File: src/hw/rtl/euler_yxz_view_matrix_defines.svh
// Assertion helpers for the Euler Y-X-Z view matrix block.
// Both use the clock i_clk, and EYVM_ASSERT the active-low reset i_rst_n, of the module that uses them.
`ifndef EULER_YXZ_VIEW_MATRIX_DEFINES_SVH
`define EULER_YXZ_VIEW_MATRIX_DEFINES_SVH

// Checked only outside reset
`define EYVM_ASSERT(lbl, prop, msg) \
    lbl: assert property (@(posedge i_clk) disable iff (!i_rst_n) prop) else $error(msg);

// Checked on every edge, reset included
`define EYVM_ASSERT_ALWAYS(lbl, prop, msg) \
    lbl: assert property (@(posedge i_clk) prop) else $error(msg);

`endif

File: src/hw/rtl/euyxz_pkg.sv
package euyxz_pkg;

    localparam int CORDIC_STAGES = 17;
    localparam int XW = 31;   // CORDIC x/y width
    localparam int ZW = 20;   // CORDIC angle width (Q.16)

    localparam logic signed [XW-1:0] CORDIC_X0   = 31'sd163008219;
    localparam logic signed [ZW-1:0] HALF_PI_Q16 = 20'sd102944;
    localparam logic signed [ZW-1:0] PI_Q16      = 20'sd205887;
    localparam logic signed [15:0]   ONE_Q14     = 16'sd16384;

    localparam logic [15:0] ATAN_TAB [0:CORDIC_STAGES-1] = '{
        16'd51472, 16'd30386, 16'd16055, 16'd8150, 16'd4091, 16'd2047,
        16'd1024, 16'd512, 16'd256, 16'd128, 16'd64, 16'd32, 16'd16,
        16'd8, 16'd4, 16'd2, 16'd1
    };

    typedef struct packed {
        logic signed [15:0] angle_x;
        logic signed [15:0] angle_y;
        logic signed [15:0] angle_z;
        logic signed [31:0] pos_x;
        logic signed [31:0] pos_y;
        logic signed [31:0] pos_z;
    } t_in;

    typedef struct packed {
        logic signed [15:0] u_x;
        logic signed [15:0] u_y;
        logic signed [15:0] u_z;
        logic signed [15:0] v_x;
        logic signed [15:0] v_y;
        logic signed [15:0] v_z;
        logic signed [15:0] w_x;
        logic signed [15:0] w_y;
        logic signed [15:0] w_z;
        logic signed [31:0] trans_u;
        logic signed [31:0] trans_v;
        logic signed [31:0] trans_w;
    } t_out;

    // One CORDIC lane
    typedef struct packed {
        logic signed [XW-1:0] x;
        logic signed [XW-1:0] y;
        logic signed [ZW-1:0] z;
    } t_lane;

    // Item as it moves down the CORDIC chain.
    // lane 0: angle_x, lane 1: angle_y, lane 2: angle_z
    typedef struct packed {
        t_lane [2:0]        lane;
        logic [2:0]         neg;
        logic signed [31:0] pos_x;
        logic signed [31:0] pos_y;
        logic signed [31:0] pos_z;
    } t_cord;

endpackage

File: src/hw/rtl/euyxz_cordic_cell.sv
module euyxz_cordic_cell (
    input  logic                 i_clk,
    input  logic                 i_rst_n,
    input  logic [4:0]           i_shift,
    input  logic [15:0]          i_atan,
    input  logic                 i_valid,
    output logic                 o_ready,
    input  euyxz_pkg::t_cord     i_data,
    output logic                 o_valid,
    input  logic                 i_ready,
    output euyxz_pkg::t_cord     o_data
);
    import euyxz_pkg::*;

    logic  r_vld;
    t_cord r_data;
    t_cord n_data;

    assign o_ready = !r_vld || i_ready;
    assign o_valid = r_vld;
    assign o_data  = r_data;

    // One micro-rotation on each of the three lanes
    always_comb begin
        logic signed [XW-1:0] xs;
        logic signed [XW-1:0] ys;
        logic signed [ZW-1:0] at;
        n_data = i_data;
        at     = {4'b0, i_atan};
        for (int k = 0; k < 3; k++) begin
            xs = i_data.lane[k].x >>> i_shift;
            ys = i_data.lane[k].y >>> i_shift;
            if (!i_data.lane[k].z[ZW-1]) begin
                n_data.lane[k].x = i_data.lane[k].x - ys;
                n_data.lane[k].y = i_data.lane[k].y + xs;
                n_data.lane[k].z = i_data.lane[k].z - at;
            end else begin
                n_data.lane[k].x = i_data.lane[k].x + ys;
                n_data.lane[k].y = i_data.lane[k].y - xs;
                n_data.lane[k].z = i_data.lane[k].z + at;
            end
        end
    end

    always_ff @(posedge i_clk) begin
        if (!i_rst_n) begin
            r_vld <= 1'b0;
        end else if (o_ready) begin
            r_vld <= i_valid;
        end
    end

    always_ff @(posedge i_clk) begin
        if (o_ready) begin
            r_data <= n_data;
        end
    end

endmodule

File: config.mk
export PLATFORM = sky130hd
export DESIGN_NAME = euyxz_cordic_cell
export DESIGN_NICKNAME = d
export VERILOG_FILES = /design/src/hw/rtl/euler_yxz_view_matrix_defines.svh /design/src/hw/rtl/euyxz_pkg.sv /design/src/hw/rtl/euyxz_cordic_cell.sv
export SDC_FILE = /design/constraint.sdc
export NUM_CORES = 2
export LEC_CHECK = 0
export ABC_AREA = 0
export BUFFER_PORTS_ARGS = -buffer_cell sky130_fd_sc_hd__buf_2
export CAP_MARGIN = 20
export CORE_MARGIN = 10
export CORE_UTILIZATION = 25
export DETAILED_ROUTE_END_ITERATION = 8
export GPL_ROUTABILITY_DRIVEN = 0
export PLACE_DENSITY_LB_ADDON = 0.08
export REMOVE_ABC_BUFFERS = 1
export SETUP_SLACK_MARGIN = 0.1
export SYNTH_ARGS = -nofsm -noshare
export SYNTH_HDL_FRONTEND = slang
export SYNTH_SLANG_ARGS = --single-unit
File: constraint.sdc
create_clock -name i_clk -period 12.09 [get_ports i_clk]
set_input_delay 0 -clock i_clk [delete_from_list [all_inputs] [get_ports i_clk]]
set_output_delay 0 -clock i_clk [all_outputs]
set_load 0.005 [all_outputs]
==> flow_summary.ini <==
[floorplan]
floorplan.core_area_um2 = 154400
start_util_pct = 25.19
dieHeight_um = 414.4
chipWidth_um = 414.4
die_area_um2 = 171700
placementRows = 144
io_pins = 717

[global_routing]
grt_start_max_net_pins = 138
grt_pass1_wl_um = 273700
grt_pass1_vias = 37400
global_route.peak_usage_layer = met2
track_usage_pct = 21.02
groute.layer.met2.usage_pct = 36.28
grt_overflow_total = 0
grtUsageMet3_pct = 3.738
grtUsageMet1_pct = 26.89
grt_antenna_before_repair = 38

[setup_path]
path_buf_inv = 6
endpoint_kind = register
critical_path_cell_count = 25
worst_path_most_repeated_cell = a21oi_1
cp.required_ns = 12.51
worst_setup_path_start_kind = input port
timing.critical_path.arrival_ns = 7.34
ff2ff_path_depth = 3
critPathMaxStageDelay_ns = 0.62
timing.setup.critical_path_class = input port to register
crit-reg2reg-launch = o_valid
cell_at_the_slowest_stage_of_the_critical_path = a2111oi_0
crit_path_start = i_shift[2]
critical-path-top-delay-family = buffers and inverters
critical_path_peak_fanout = 49

[sta]
fin_setup_tns_ns = 0
final_min_period_over_clock_period_pct = 57.24
max_freq_ghz = 0.1445
worst_pin_slew_ns = 1.104
rsz0062_at_grt = false
timing.final.setup_violations = 0
timing.final.ws_setup_ns = 5.169
timing.final.crit_period_ns = 6.921
timing.clock.skew_ns = 0.04710
hold_viol_final = 0
maxSlewViolCount = 0
maxSlewHeadroom_pct = 26.15

[power]
power.ir.vdd_worst_mv = 0.1080
leakage_power_of_the_design_nw = 19.91
powerDensity_nw_per_um2 = 132.2

[logic_synthesis]
synth_seq_cells = 346
async_flop_share_pct = 0
yosysUniqueCellTypes = 101
postSynthCellCount = 4009
yosys.cell_count.top_type = nor2_1
synth.area.top_cells = edfxtp_1, mux4_2, ha_1
synth-edff-count = 345
cell_area_after_synthesis_um2 = 38890
ys_warn_count = 0
synth_top_cell_area_share_pct = 26.64
dominantRegCellSynth = edfxtp_1
postSynthAreaPerCell_um2 = 9.701
synth-seq-area-share_pct = 26.69
synth.cells.most_frequent = nor2_1, edfxtp_1, a21oi_1
synth_largest_area_cell = edfxtp_1

[clock_tree]
clock_pin_slew_worst_setup_and_hold_paths_ns = 0.06
numCtsBuffers = 47
clk_latency_ns = 0.67
cts_resized = 0
clock_tree_from_tritoncts = built
h-tree-depth = 2
cts.sink_count = 346
clock-root-buffer = clkbuf_16
clock_tree.buffer_depth = 3

[drt]
detailroute.via_count = 37040
finalWirelength_um = 189700
initialDrtViolationCount = 3087
routed_wire_length_per_instance_um = 27.25
first_pass_iters = 6
viasPerCell = 5.319
final_antenna_net_count = 0
post-route-drc-count = 0

[final_layout]
drive_gt1_share_pct = 24.44
synth_to_layout_area_growth_pct = 25.47
final.fill_count = 16180
layout.nets = 5515

[job]
max_cap_viol_count = 0

[worst_hold_path]
min-delay-start = i_data[200]
worstHoldPathCells = 3
hold_class = input port to register

[place]
dp_worst_setup_slack_ns = 5.004
place_hpwl_um = 150400
port_buffers = 716

[run_status]
status = complete, no violations
==> cells in the final DEF (no fill, tap or decap), types with 229 or more instances in the layout <==
master         netlist  layout
buf_2               64     710
nor2_1             372     369
edfxtp_1           345     345
a21oi_1            308     308
nand2_1            297     297
dlygate4sd3_1        0     266
ha_1               265     265
xnor2_1            234     234
mux4_2             229     229
==> timing repair <==
action | CTS | global route
hold endpoints to repair | 238 | 0
endpoints found under the setup margin | 0 | 0
setup buffers | 0 | 0
hold buffers | 266 | 0
==> registers in the layout, summed over array words and instances (netlist names) <==
signal and count:
o_data 345, o_valid 1
==> metrics by stage <==
step	instance area [um^2]	power, W	hold slack, ns	util, %	std cells
finish	48790	0.006450	0.03896	31.60	6963
global route	48790	0.006894	0.02191	31.60	6962
CTS	48770	0.006571	0.0009450	31.58	6953
detailed placement	44470	0.004861	0.1784	28.80	6600
global placement	44470	0.004899	0.1766	28.80	6600
floorplan	37830	0.003563	0.09887	-	3791
==> cell families (layout without fill, tap and decap cells) <==
family	Yosys count	in the layout	share of synthesized area, %
mux	440	440	18.92
fa+ha+maj	274	274	8.989
buf+inv	324	1224	3.739
compound gates	1103	1103	18.54
xor+xnor	419	419	9.456
other cells	0	10	0
simple gates	1103	1103	13.66
flops	346	346	26.69
==> report_power, final <==
group          leakage, nW  internal [W]  switching, W  total [W]
clock network        0.782      0.000901      0.000622    0.00152
logic                 15.6       0.00127       0.00175    0.00302
registers             3.58       0.00178      0.000125    0.00191
total                 19.9       0.00396       0.00249    0.00645
==> worst register-to-register path: stages (launching register included) <==
cell	delay [ns]
dfxtp_1	0.34
nand2b_4	0.65
buf_12	0.60
buf_4	0.92
==> routing by layer <==
layer  share of wire, %  vias up
met2                 48     1358
li1                   -    17120
met1                 43    18280
met4                2.7       22
met3                5.9      252
met5              0.075        -
==> final timing paths <==
kind / endpoint / slack (ns)
setup / recovery: o_data[179] / 5.17
hold / removal: o_data[200] / 0.04
setup reg to reg: o_data[149] / 9.19
hold reg to reg: o_data[49] / 1.22
==> final cells by class <==
cell class | count | area (um^2) | share of cell area, %
Sequential cell | 346 | 10380 | 21.27
Tap cell | 2044 | 2557 | 5.241
Timing Repair Buffer | 1031 | 6700 | 13.73
Clock inverter | 28 | 409.1 | 0.8385
Inverter | 106 | 400.4 | 0.8206
Multi-Input combinational cell | 3339 | 27090 | 55.52
Antenna cell | 10 | 25.02 | 0.05128
Clock buffer | 59 | 1231 | 2.523
Note: power is estimated with default switching activity, not from simulation.
